--- src/design/at_response_line_parser_unit_macros.svh ---
// assertion macros used by the at response line parser top level
`ifndef AT_RESPONSE_LINE_PARSER_UNIT_MACROS_SVH
`define AT_RESPONSE_LINE_PARSER_UNIT_MACROS_SVH

// same-cycle implication, checked out of reset
`define ATRLP_ASSERT_NOW(lbl, ante, cons, msg) \
    lbl: assert property (@(posedge clk) disable iff (!rst_n) (ante) |-> (cons)) \
        else $error(msg);

// next-cycle implication, checked out of reset
`define ATRLP_ASSERT_NEXT(lbl, ante, cons, msg) \
    lbl: assert property (@(posedge clk) disable iff (!rst_n) (ante) |=> (cons)) \
        else $error(msg);

`endif

--- src/design/atrlp_pkg.sv ---
// types, codes and character constants of the at response line parser
package atrlp_pkg;

    typedef enum logic [1:0] {
        OP_RX_BYTE = 2'd0,
        OP_START   = 2'd1,
        OP_TICK    = 2'd2,
        OP_READ    = 2'd3
    } op_t;

    typedef enum logic [1:0] {
        STAT_OK      = 2'd0,
        STAT_ERROR   = 2'd1,
        STAT_TIMEOUT = 2'd2
    } status_t;

    typedef enum logic {
        KIND_STATUS = 1'b0,
        KIND_READ   = 1'b1
    } kind_t;

    typedef enum logic [2:0] {
        CFG_PREFIX_BYTES  = 3'd0,
        CFG_PREFIX_LENGTH = 3'd1,
        CFG_ECHO_BYTES    = 3'd2,
        CFG_ECHO_LENGTH   = 3'd3,
        CFG_TIMEOUT_TICKS = 3'd4,
        CFG_COPY_LIMIT    = 3'd5
    } cfg_idx_t;

    typedef enum logic [2:0] {
        S_IDLE,
        S_SCAN,
        S_DECIDE,
        S_COPY,
        S_CR,
        S_LF,
        S_RDATA,
        S_EMIT
    } fsm_state_t;

    typedef struct packed {
        logic echo;
        logic prefix;
        logic ok;
        logic err;
        logic cme;
        logic cms;
    } match_t;

    localparam logic [7:0]  CHAR_CR           = 8'h0D;
    localparam logic [7:0]  CHAR_LF           = 8'h0A;
    localparam logic [3:0]  OK_LEN            = 4'd2;
    localparam logic [3:0]  ERR_LEN           = 4'd5;
    localparam logic [3:0]  CMX_LEN           = 4'd11;
    localparam logic [3:0]  MAX_TEXT_LEN      = 4'd8;
    localparam logic [15:0] TIMEOUT_RESET     = 16'd1000;
    localparam logic [8:0]  COPY_LIMIT_RESET  = 9'd256;

    function automatic logic [3:0] clamp8(input logic [3:0] n);
        clamp8 = (n > MAX_TEXT_LEN) ? MAX_TEXT_LEN : n;
    endfunction

    function automatic logic [7:0] ok_char(input logic [3:0] pos);
        logic [7:0] c;
        case (pos)
            4'd0:    c = "O";
            4'd1:    c = "K";
            default: c = 8'h00;
        endcase
        return c;
    endfunction

    function automatic logic [7:0] err_char(input logic [3:0] pos);
        logic [7:0] c;
        case (pos)
            4'd0:    c = "E";
            4'd1:    c = "R";
            4'd2:    c = "R";
            4'd3:    c = "O";
            4'd4:    c = "R";
            default: c = 8'h00;
        endcase
        return c;
    endfunction

    // "+CMx ERROR:" with the fourth character given by the caller
    function automatic logic [7:0] cmx_char(input logic [3:0] pos, input logic [7:0] x);
        logic [7:0] c;
        case (pos)
            4'd0:    c = "+";
            4'd1:    c = "C";
            4'd2:    c = "M";
            4'd3:    c = x;
            4'd4:    c = " ";
            4'd5:    c = "E";
            4'd6:    c = "R";
            4'd7:    c = "R";
            4'd8:    c = "O";
            4'd9:    c = "R";
            4'd10:   c = ":";
            default: c = 8'h00;
        endcase
        return c;
    endfunction

endpackage

--- src/design/atrlp_byte_ram.sv ---
// byte-wide synchronous ram, one write port and one registered read port
module atrlp_byte_ram #(
    parameter int DEPTH = 128
) (
    input  logic                     clk,
    input  logic                     we,
    input  logic [$clog2(DEPTH)-1:0] waddr,
    input  logic [7:0]               wdata,
    input  logic [$clog2(DEPTH)-1:0] raddr,
    output logic [7:0]               rdata
);

    logic [7:0] mem [DEPTH];
    logic [7:0] rdata_reg;

    always_ff @(posedge clk)
    begin
        if (we)
        begin
            mem[waddr] <= wdata;
        end
    end

    always_ff @(posedge clk)
    begin
        rdata_reg <= mem[raddr];
    end

    assign rdata = rdata_reg;

endmodule

--- src/design/at_response_line_parser_unit.sv ---
// top level of the at response line parser
// Received bytes, and starts and ticks that give no result, are taken in the idle state and
// leave it idle; a start or tick that answers timeout passes through the emit state, and a
// response read through the read-data and emit states, each waiting in the emit state for
// the output register to free up. A line feed that ends a line while a command is armed
// walks the line store through its single read port, one byte per cycle: the scan state
// matches the line's first bytes, up to 11, against echo, prefix and final result texts,
// the decide state passes a final result on through the emit state, and a saved line is
// copied with CR LF into the response store through the copy, CR and LF states. Results
// leave through an output register, so the next beat is taken while a result waits; a
// second result stalls the block until the first one is taken. Configuration writes are taken in every cycle.
`include "at_response_line_parser_unit_macros.svh"

module at_response_line_parser_unit #(
    parameter int LINE_DEPTH = 128,
    parameter int RESP_DEPTH = 256
) (
    input  logic                clk,
    input  logic                rst_n,
    input  logic                in_valid,
    output logic                in_stall,
    input  atrlp_pkg::op_t      op,
    input  logic [7:0]          rx_byte,
    input  logic [7:0]          read_index,
    output logic                out_valid,
    input  logic                out_stall,
    output atrlp_pkg::kind_t    kind,
    output atrlp_pkg::status_t  status,
    output logic [8:0]          resp_length,
    output logic [7:0]          read_data,
    input  logic                cfg_valid,
    output logic                cfg_ready,
    input  logic [2:0]          cfg_index,
    input  logic [63:0]         cfg_data
);

    import atrlp_pkg::*;

    localparam int LAW  = $clog2(LINE_DEPTH);
    localparam int LCW  = $clog2(LINE_DEPTH + 1);
    localparam int RAW  = $clog2(RESP_DEPTH);
    localparam int RCW  = $clog2(RESP_DEPTH + 1);
    localparam int CMPW = (RCW > 9) ? RCW : 9;
    localparam int SUMW = ((RCW > LCW) ? RCW : LCW) + 2;

    fsm_state_t  state_reg, state_next;

    logic [63:0] prefix_bytes_reg;
    logic [3:0]  prefix_length_reg;
    logic [63:0] echo_bytes_reg;
    logic [3:0]  echo_length_reg;
    logic [15:0] timeout_ticks_reg;
    logic [8:0]  copy_limit_reg;

    logic [LCW-1:0] line_count_reg, line_count_next;
    logic [RCW-1:0] resp_count_reg, resp_count_next;
    logic           cmd_active_reg, cmd_active_next;
    logic           collecting_reg, collecting_next;
    logic [15:0]    tick_count_reg, tick_count_next;

    logic [LCW-1:0] ptr_reg, ptr_next;
    logic           chk_v_reg, chk_v_next;
    logic [3:0]     chk_pos_reg, chk_pos_next;
    match_t         match_reg, match_next;
    logic [RCW-1:0] wr_ptr_reg, wr_ptr_next;
    logic           rd_hit_reg, rd_hit_next;

    kind_t          res_kind_reg, res_kind_next;
    status_t        res_status_reg, res_status_next;
    logic [8:0]     res_len_reg, res_len_next;
    logic [7:0]     res_data_reg, res_data_next;

    logic           out_valid_reg, out_valid_next;
    kind_t          out_kind_reg;
    status_t        out_status_reg;
    logic [8:0]     out_len_reg;
    logic [7:0]     out_data_reg;
    logic           out_load;

    logic           line_we;
    logic [LAW-1:0] line_waddr;
    logic [LAW-1:0] line_raddr;
    logic [7:0]     line_rdata;
    logic           resp_we;
    logic [RAW-1:0] resp_waddr;
    logic [7:0]     resp_wdata;
    logic [RAW-1:0] resp_raddr;
    logic [7:0]     resp_rdata;

    logic           in_acc;
    logic           out_free;
    logic [15:0]    tick_inc;
    logic [CMPW-1:0] rep_len;
    logic [LCW-1:0] scan_n;
    logic [LCW-1:0] rd_end;
    logic           rd_issue;
    logic [3:0]     el;
    logic [3:0]     pl;
    logic           is_echo;
    logic           is_ok;
    logic           is_err;
    logic           pre_hit;
    logic           do_save;
    logic           fits;

    atrlp_byte_ram #(
        .DEPTH (LINE_DEPTH)
    ) u_line_ram (
        .clk   (clk),
        .we    (line_we),
        .waddr (line_waddr),
        .wdata (rx_byte),
        .raddr (line_raddr),
        .rdata (line_rdata)
    );

    atrlp_byte_ram #(
        .DEPTH (RESP_DEPTH)
    ) u_resp_ram (
        .clk   (clk),
        .we    (resp_we),
        .waddr (resp_waddr),
        .wdata (resp_wdata),
        .raddr (resp_raddr),
        .rdata (resp_rdata)
    );

    assign in_stall    = (state_reg != S_IDLE);
    assign in_acc      = in_valid && !in_stall;
    assign cfg_ready   = 1'b1;
    assign out_valid   = out_valid_reg;
    assign kind        = out_kind_reg;
    assign status      = out_status_reg;
    assign resp_length = out_len_reg;
    assign read_data   = out_data_reg;
    assign out_free    = !out_valid_reg || !out_stall;

    assign tick_inc = tick_count_reg + 16'd1;
    assign rep_len  = (CMPW'(resp_count_reg) < CMPW'(copy_limit_reg)) ?
                      CMPW'(resp_count_reg) : CMPW'(copy_limit_reg);
    assign scan_n   = (line_count_reg >= LCW'(CMX_LEN)) ? LCW'(CMX_LEN) : line_count_reg;
    assign rd_end   = (state_reg == S_SCAN) ? scan_n : line_count_reg;
    assign rd_issue = ptr_reg < rd_end;

    assign el      = clamp8(echo_length_reg);
    assign pl      = clamp8(prefix_length_reg);
    assign is_echo = (el != 4'd0) && (line_count_reg == LCW'(el)) && match_reg.echo;
    assign is_ok   = (line_count_reg == LCW'(OK_LEN)) && match_reg.ok;
    assign is_err  = ((line_count_reg == LCW'(ERR_LEN)) && match_reg.err) ||
                     ((line_count_reg >= LCW'(CMX_LEN)) && (match_reg.cme || match_reg.cms));
    assign pre_hit = (line_count_reg >= LCW'(pl)) && match_reg.prefix;
    assign do_save = (pl == 4'd0) || pre_hit || collecting_reg;
    assign fits    = (SUMW'(resp_count_reg) + SUMW'(line_count_reg) + SUMW'(2))
                     <= SUMW'(RESP_DEPTH);

    // next state
    always_comb
    begin
        state_next = state_reg;
        case (state_reg)
            S_IDLE:
            begin
                if (in_acc)
                begin
                    case (op)
                        OP_RX_BYTE:
                        begin
                            if ((rx_byte == CHAR_LF) && (line_count_reg != '0) && cmd_active_reg)
                            begin
                                state_next = S_SCAN;
                            end
                        end
                        OP_START:
                        begin
                            if (timeout_ticks_reg == 16'd0)
                            begin
                                state_next = S_EMIT;
                            end
                        end
                        OP_TICK:
                        begin
                            if (cmd_active_reg && (tick_inc >= timeout_ticks_reg))
                            begin
                                state_next = S_EMIT;
                            end
                        end
                        OP_READ:
                        begin
                            state_next = S_RDATA;
                        end
                        default:
                        begin
                            state_next = S_IDLE;
                        end
                    endcase
                end
            end
            S_SCAN:
            begin
                if (!rd_issue && !chk_v_reg)
                begin
                    state_next = S_DECIDE;
                end
            end
            S_DECIDE:
            begin
                if (is_echo)
                begin
                    state_next = S_IDLE;
                end
                else if (is_ok || is_err)
                begin
                    state_next = S_EMIT;
                end
                else if (do_save && fits)
                begin
                    state_next = S_COPY;
                end
                else
                begin
                    state_next = S_IDLE;
                end
            end
            S_COPY:
            begin
                if (!rd_issue && !chk_v_reg)
                begin
                    state_next = S_CR;
                end
            end
            S_CR:
            begin
                state_next = S_LF;
            end
            S_LF:
            begin
                state_next = S_IDLE;
            end
            S_RDATA:
            begin
                state_next = S_EMIT;
            end
            S_EMIT:
            begin
                if (out_free)
                begin
                    state_next = S_IDLE;
                end
            end
            default:
            begin
                state_next = S_IDLE;
            end
        endcase
    end

    // datapath and memory controls
    always_comb
    begin
        line_count_next = line_count_reg;
        resp_count_next = resp_count_reg;
        cmd_active_next = cmd_active_reg;
        collecting_next = collecting_reg;
        tick_count_next = tick_count_reg;
        ptr_next        = ptr_reg;
        chk_v_next      = 1'b0;
        chk_pos_next    = chk_pos_reg;
        match_next      = match_reg;
        wr_ptr_next     = wr_ptr_reg;
        rd_hit_next     = rd_hit_reg;
        res_kind_next   = res_kind_reg;
        res_status_next = res_status_reg;
        res_len_next    = res_len_reg;
        res_data_next   = res_data_reg;
        out_load        = 1'b0;
        out_valid_next  = out_valid_reg && out_stall;
        line_we         = 1'b0;
        line_waddr      = line_count_reg[LAW-1:0];
        line_raddr      = ptr_reg[LAW-1:0];
        resp_we         = 1'b0;
        resp_waddr      = wr_ptr_reg[RAW-1:0];
        resp_wdata      = line_rdata;
        resp_raddr      = RAW'(read_index);

        case (state_reg)
            S_IDLE:
            begin
                if (in_acc)
                begin
                    case (op)
                        OP_RX_BYTE:
                        begin
                            if (rx_byte == CHAR_CR)
                            begin
                                line_count_next = line_count_reg;
                            end
                            else if (rx_byte == CHAR_LF)
                            begin
                                if (line_count_reg != '0)
                                begin
                                    if (cmd_active_reg)
                                    begin
                                        ptr_next   = '0;
                                        match_next = '1;
                                    end
                                    else
                                    begin
                                        line_count_next = '0;
                                    end
                                end
                            end
                            else if (line_count_reg < LCW'(LINE_DEPTH))
                            begin
                                line_we         = 1'b1;
                                line_count_next = line_count_reg + LCW'(1);
                            end
                            else
                            begin
                                // overlong line, drop it
                                line_count_next = '0;
                            end
                        end
                        OP_START:
                        begin
                            resp_count_next = '0;
                            collecting_next = 1'b0;
                            tick_count_next = '0;
                            res_kind_next   = KIND_STATUS;
                            res_status_next = STAT_TIMEOUT;
                            res_len_next    = '0;
                            res_data_next   = '0;
                            cmd_active_next = (timeout_ticks_reg != 16'd0);
                        end
                        OP_TICK:
                        begin
                            if (cmd_active_reg)
                            begin
                                tick_count_next = tick_inc;
                                res_kind_next   = KIND_STATUS;
                                res_status_next = STAT_TIMEOUT;
                                res_len_next    = '0;
                                res_data_next   = '0;
                                if (tick_inc >= timeout_ticks_reg)
                                begin
                                    cmd_active_next = 1'b0;
                                end
                            end
                        end
                        OP_READ:
                        begin
                            rd_hit_next = CMPW'(read_index) < rep_len;
                        end
                        default:
                        begin
                            rd_hit_next = rd_hit_reg;
                        end
                    endcase
                end
            end
            S_SCAN:
            begin
                chk_v_next   = rd_issue;
                chk_pos_next = ptr_reg[3:0];
                if (rd_issue)
                begin
                    ptr_next = ptr_reg + LCW'(1);
                end
                if (chk_v_reg)
                begin
                    if ((chk_pos_reg < el) &&
                        (line_rdata != echo_bytes_reg[{chk_pos_reg[2:0], 3'b000} +: 8]))
                    begin
                        match_next.echo = 1'b0;
                    end
                    if ((chk_pos_reg < pl) &&
                        (line_rdata != prefix_bytes_reg[{chk_pos_reg[2:0], 3'b000} +: 8]))
                    begin
                        match_next.prefix = 1'b0;
                    end
                    if ((chk_pos_reg < OK_LEN) && (line_rdata != ok_char(chk_pos_reg)))
                    begin
                        match_next.ok = 1'b0;
                    end
                    if ((chk_pos_reg < ERR_LEN) && (line_rdata != err_char(chk_pos_reg)))
                    begin
                        match_next.err = 1'b0;
                    end
                    if ((chk_pos_reg < CMX_LEN) && (line_rdata != cmx_char(chk_pos_reg, "E")))
                    begin
                        match_next.cme = 1'b0;
                    end
                    if ((chk_pos_reg < CMX_LEN) && (line_rdata != cmx_char(chk_pos_reg, "S")))
                    begin
                        match_next.cms = 1'b0;
                    end
                end
            end
            S_DECIDE:
            begin
                res_kind_next = KIND_STATUS;
                res_data_next = '0;
                res_len_next  = '0;
                if (is_echo)
                begin
                    line_count_next = '0;
                end
                else if (is_ok)
                begin
                    cmd_active_next = 1'b0;
                    res_status_next = STAT_OK;
                    res_len_next    = rep_len[8:0];
                    line_count_next = '0;
                end
                else if (is_err)
                begin
                    cmd_active_next = 1'b0;
                    res_status_next = STAT_ERROR;
                    line_count_next = '0;
                end
                else
                begin
                    if ((pl != 4'd0) && pre_hit)
                    begin
                        collecting_next = 1'b1;
                    end
                    if (do_save && fits)
                    begin
                        ptr_next    = '0;
                        wr_ptr_next = resp_count_reg;
                    end
                    else
                    begin
                        line_count_next = '0;
                    end
                end
            end
            S_COPY:
            begin
                chk_v_next = rd_issue;
                if (rd_issue)
                begin
                    ptr_next = ptr_reg + LCW'(1);
                end
                if (chk_v_reg)
                begin
                    resp_we     = 1'b1;
                    wr_ptr_next = wr_ptr_reg + RCW'(1);
                end
            end
            S_CR:
            begin
                resp_we     = 1'b1;
                resp_wdata  = CHAR_CR;
                wr_ptr_next = wr_ptr_reg + RCW'(1);
            end
            S_LF:
            begin
                resp_we         = 1'b1;
                resp_wdata      = CHAR_LF;
                resp_count_next = wr_ptr_reg + RCW'(1);
                line_count_next = '0;
            end
            S_RDATA:
            begin
                res_kind_next   = KIND_READ;
                res_status_next = STAT_OK;
                res_len_next    = '0;
                res_data_next   = rd_hit_reg ? resp_rdata : 8'h00;
            end
            S_EMIT:
            begin
                if (out_free)
                begin
                    out_load       = 1'b1;
                    out_valid_next = 1'b1;
                end
            end
            default:
            begin
                out_load = 1'b0;
            end
        endcase
    end

    // control state and configuration
    always_ff @(posedge clk or negedge rst_n)
    begin
        if (!rst_n)
        begin
            state_reg         <= S_IDLE;
            prefix_bytes_reg  <= '0;
            prefix_length_reg <= '0;
            echo_bytes_reg    <= '0;
            echo_length_reg   <= '0;
            timeout_ticks_reg <= TIMEOUT_RESET;
            copy_limit_reg    <= COPY_LIMIT_RESET;
            line_count_reg    <= '0;
            resp_count_reg    <= '0;
            cmd_active_reg    <= 1'b0;
            collecting_reg    <= 1'b0;
            tick_count_reg    <= '0;
            ptr_reg           <= '0;
            chk_v_reg         <= 1'b0;
            out_valid_reg     <= 1'b0;
        end
        else
        begin
            state_reg      <= state_next;
            line_count_reg <= line_count_next;
            resp_count_reg <= resp_count_next;
            cmd_active_reg <= cmd_active_next;
            collecting_reg <= collecting_next;
            tick_count_reg <= tick_count_next;
            ptr_reg        <= ptr_next;
            chk_v_reg      <= chk_v_next;
            out_valid_reg  <= out_valid_next;
            if (cfg_valid && cfg_ready)
            begin
                case (cfg_index)
                    CFG_PREFIX_BYTES:  prefix_bytes_reg  <= cfg_data;
                    CFG_PREFIX_LENGTH: prefix_length_reg <= cfg_data[3:0];
                    CFG_ECHO_BYTES:    echo_bytes_reg    <= cfg_data;
                    CFG_ECHO_LENGTH:   echo_length_reg   <= cfg_data[3:0];
                    CFG_TIMEOUT_TICKS: timeout_ticks_reg <= cfg_data[15:0];
                    CFG_COPY_LIMIT:    copy_limit_reg    <= cfg_data[8:0];
                    default:           copy_limit_reg    <= copy_limit_reg;
                endcase
            end
        end
    end

    // payload
    always_ff @(posedge clk)
    begin
        chk_pos_reg    <= chk_pos_next;
        match_reg      <= match_next;
        wr_ptr_reg     <= wr_ptr_next;
        rd_hit_reg     <= rd_hit_next;
        res_kind_reg   <= res_kind_next;
        res_status_reg <= res_status_next;
        res_len_reg    <= res_len_next;
        res_data_reg   <= res_data_next;
        if (out_load)
        begin
            out_kind_reg   <= res_kind_reg;
            out_status_reg <= res_status_reg;
            out_len_reg    <= res_len_reg;
            out_data_reg   <= res_data_reg;
        end
    end

    `ATRLP_ASSERT_NOW(a_line_count_bound, 1'b1, line_count_reg <= LCW'(LINE_DEPTH), "line count beyond line store depth")
    `ATRLP_ASSERT_NOW(a_resp_write_bound, resp_we, wr_ptr_reg < RCW'(RESP_DEPTH), "response write beyond response store")
    `ATRLP_ASSERT_NOW(a_resp_count_bound, 1'b1, resp_count_reg <= RCW'(RESP_DEPTH), "response count beyond response store depth")
    `ATRLP_ASSERT_NEXT(a_final_disarms, (state_reg == S_DECIDE) && !is_echo && (is_ok || is_err), !cmd_active_reg && (state_reg == S_EMIT), "final result line did not disarm the command")
    `ATRLP_ASSERT_NEXT(a_emit_loads, (state_reg == S_EMIT) && out_free, out_valid_reg && (state_reg == S_IDLE), "pending result not moved to the output register")

endmodule

--- config.mk ---
export PLATFORM = sky130hd
export DESIGN_NAME = at_response_line_parser_unit
export DESIGN_NICKNAME = d
export VERILOG_FILES = /design/src/design/atrlp_pkg.sv /design/src/design/atrlp_byte_ram.sv /design/src/design/at_response_line_parser_unit.sv
export VERILOG_INCLUDE_DIRS = /design/src /design/src/design
export SDC_FILE = /design/constraint.sdc
export NUM_CORES = 2
export LEC_CHECK = 0
export BUFFER_PORTS_ARGS = -buffer_cell sky130_fd_sc_hd__buf_2
export CAP_MARGIN = 10
export CORE_MARGIN = 2
export CORE_UTILIZATION = 45
export CTS_CLUSTER_DIAMETER = 30
export CTS_CLUSTER_SIZE = 24
export DETAILED_ROUTE_END_ITERATION = 8
export PLACE_DENSITY = 0.61
export SYNTH_ARGS = -nofsm -noshare
export SYNTH_HDL_FRONTEND = slang
export SYNTH_SLANG_ARGS = --single-unit
--- constraint.sdc ---
create_clock -name clk -period 28.8 [get_ports clk]
set_input_delay 2.88 -clock clk [delete_from_list [all_inputs] [get_ports clk]]
set_output_delay 2.88 -clock clk [all_outputs]
set_load 0.01 [all_outputs]
==> summary by stage <==
STA
Derived from the worst setup path, the maximum achievable clock frequency is 135 MHz. The number of hold violations in the final report came to 0. In this run the tightest slew margin relative to its limit is 0.145. For the final database, setup skew stands at 0.0716 ns.

The transition at the pin with the smallest max-transition slack is 1.28 ns. The number of slew-limit violations in the final report is 0. Setup slack on the critical path of the routed design comes to 21.41 ns. The worst hold slack is 0.419 ns. The minimum period implied by the final worst setup slack is 7.39 ns. Setup repair after global routing left no endpoint under its margin. The number of endpoints failing setup at the final stage is 0. Adding up every negative setup slack in the final design gives 0 ns.

Of the available clock period, the critical path in the final layout requires 0.257.

Clocking
For the worst-skew pair, the clock arrives at the later sink with an insertion delay of 1.02 ns. The TritonCTS clock tree is built. The tree is rooted in a clkbuf_16.

The H-tree depth is 6. Post-CTS timing repair inserted 0 buffers for setup. For this design, the CTS-stage hold fixing added 0 buffers. The number of clock buffers inserted by TritonCTS is 610. Clock tree synthesis found a total of 3,367 sinks. The clock-pin transition on the worst setup and hold timing paths is 0.05 ns. The maximum count of clock buffers along a single path is 4. The number of gates given a new drive strength after cts is 0.

Placed design
After detailed placement, the total cell area comes to 139,000 um2. The setup slack after placement is 20.37 ns. The total of buffers placed on input and output ports is 111. After legalization and detailed placement, the total HPWL measured 192,000 um. At the end of routability-driven placement, the weighted congestion stood at 0.827. In this run, placement finished with an instance count of 9,999.

Min path
The worst min-delay path category is flip-flop to flip-flop.

Yosys
The biggest area contributor in the post-synthesis netlist is edfxtp_1. The post-synthesis instance area is 134,000 um2. Of the post-synthesis cell area, the dominant cell type holds 0.704. The average instance area after synthesis is 21.4 um2. The net count after synthesis is 6,397. The number of distinct library cells after synthesis is 68.

By count the netlist is led by edfxtp_1 (3,132), mux4_2 (1,008), nor2_1 (458), clkbuf_1 (213), dfrtp_1 (202). The post-synthesis sequential area ratio is 0.748. The most used flip-flop cell after synthesis is edfxtp_1. The most frequently used cell type in the post-synthesis netlist is edfxtp_1.

Ranked by total cell area, the synthesized netlist is headed by edfxtp_1 (70%), mux4_2 (17%), dfrtp_1 (3.8%), mux2_2 (1.3%), nor2_1 (1.3%). The cell count after synthesis came out at 6,224. Synthesis inferred 3,367 register bits. In this run, synthesis inferred 3,132 flip-flops with an integrated enable. Counting flops with an async set or reset pin after synthesis yields a share of 0.0621. The Yosys step of the flow raised 0 warnings.

Critical path
In this design, the stage delay of the slowest critical-path cell is 0.81 ns. The element type at the critical path end is a flip-flop. The required time reported for the critical path endpoint is 29.66 ns. The worst setup path is of the input pin to flip-flop kind. Among all stages on the critical path, the largest delay is contributed by buf_4.

In this run the worst path has a maximum fanout of 123. The startpoint type of the worst setup path is an input pin. Data arrives at the worst endpoint at 8.25 ns. The cell that appears most often on the critical path is buf_4. Walking the worst path, the cells encountered are buf_8, buf_12, buf_4, buf_4, buf_4, mux4_2, mux4_2, mux2i_1, a22oi_1, and4_1.

Power
The overall power of the completed layout is 15.3 mW. The leakage power total is 52.0 nW. In this run the power density over the cells is 95.3 nW/um2. Across the VDD grid, the largest voltage drop is 70.3 uV.

Floorplan
For this configuration, the core starts out at a cell density of 0.453. The total area inside the core boundary comes to 295,000 um2. Row generation in the floorplan step produced 199 rows. The floorplan step set the die width to 549 um. The count of pins on the block boundary is 113. The die area is 301,000 um2. The die is 549 um tall.

Layout
For this run, the share of the core covered by cells in the final layout is 0.543. The total non-filler cell area in the finished layout is 160,000 um2. In the final layout, the registers with the most flip-flops are u_resp_ram.mem x2048, u_line_ram.mem x1024. The final net count is 6,867. Counting flops per register, the top entry is u_resp_ram.mem. Relative to the synthesized area, the layout overhead comes to 19.8%. For this run, the number of standard cells in the final layout without fillers is 11,100.

The flip-flop count of the largest register after layout is 2,048. The fraction of final layout cells with drive strength greater than 1 is 0.338.

GRT
The total congestion overflow is 0. The number of global-route vias before repair is 68,100. The largest net degree at the start of global routing is 124. The wire length of the first global-routing pass is 476,000 um. The total global routing track utilization is 0.216. The number of antenna violations at the first check in global routing came to 20.

Outcome
The checks that failed: DRC. The run finished, with violations left.

Routing
The post-detailed-route wirelength per cell is 29.4 um. After the first detailed-routing iteration, the DRC count stood at 7,564. The residual antenna-violating net count after detailed routing is 0. The first-pass iteration count of the detailed router is 9.

The total via count in the routed design is 65,800. The total wire length is 327,000 um. The number of vias per cell is 5.91. The total DRC errors in the routed layout is 2.

Flow run
The max-cap check violation count is 0.
[logic make-up (layout without fill, tap and decap cells)]
| group | after synthesis | count (layout) | share of synthesized area |
|---|---|---|---|
| and+or+nand+nor | 802 | 802 | 0.0264 |
| AOI/OAI and AO/OA | 253 | 253 | 0.0120 |
| muxes | 1257 | 1257 | 0.190 |
| xor gates and xnor gates | 58 | 58 | 0.00381 |
| adders and majority gates | 83 | 83 | 0.00784 |
| buffers and inverters | 403 | 1388 | 0.0122 |
| DFF | 3367 | 3367 | 0.748 |
| other | 1 | 8 | 0.0000281 |
[area by class of cell]
class                           count  area, um2
Fill cell                       21900     135000
Sequential cell                  3367      99800
Multi-Input combinational cell   2454      32300
Clock buffer                      683      15700
Clock inverter                    444       5730
Tap cell                         3919       4900
Timing Repair Buffer              207       1410
Inverter                           54        203
Antenna cell                        7       17.5
[report_power, final]
part	switching, mW	internal [mW]
combinational	1.27	0.590
clock	2.59	4.69
sequential	0.128	5.98
[layer usage]
layer | track usage | vias up | routed length [um]
li1 | - | 27100 | -
met1 | 0.306 | 35400 | 136000
met2 | 0.337 | 2773 | 156000
met3 | 0.0519 | 542 | 27200
met4 | 0.0605 | 2 | 7980
met5 | 0 | - | 16
[placed cells by master (no fill, tap or decap), types with 12 or more instances in the layout]
master      Yosys  final
edfxtp_1     3132   3132
mux4_2       1008   1008
clkbuf_16       0    612
nor2_1        458    457
dfrtp_1       202    198
mux2_2        155    155
nand2_1       133    131
buf_4          11    103
buf_2          50     96
mux2i_1        94     94
clkinv_2        0     91
o21ai_0        89     87
ha_1           82     82
bufinv_16       0     78
clkinvlp_4      0     67
clkbuf_1      213     64
clkinv_1        0     57
inv_1          53     53
clkinv_4        0     50
a21oi_1        49     47
nand3_1        61     45
inv_6           0     42
xor2_1         38     38
a22oi_1        32     32
clkinv_16       0     32
dfxtp_1        26     26
xnor2_1        20     20
nor2b_1        18     18
a21o_1         18     18
nand4_1        17     17
nand3_2         0     16
nand2b_1       16     15
inv_16          0     15
and3_1         14     14
nor4_1         12     12
[path summary, 6_finish.rpt]
kind	start	end	slack, ns	cells after the start
setup / recovery	read_index[1]	u_resp_ram.rdata[3]	21.41	10
hold / removal	res_len_reg[6]	resp_length[6]	0.42	0
setup reg to reg	ptr_reg[0]	u_line_ram.rdata[6]	22.36	8
hold reg to reg	res_len_reg[6]	resp_length[6]	0.42	0
max in group asynchronous	rst_n	copy_limit_reg[8]	25.48	3
min in group asynchronous	rst_n	prefix_bytes_reg[58]	1.95	1
[critical path, delay by kind of cell]
kind / cells / cell delay (ns)
and+or+nand+nor: 1 / 0.28
muxes: 3 / 1.20
buffers and inverters: 5 / 3.33
AOI/OAI and AO/OA: 1 / 0.13
Note: power is estimated with default switching activity, not from simulation.
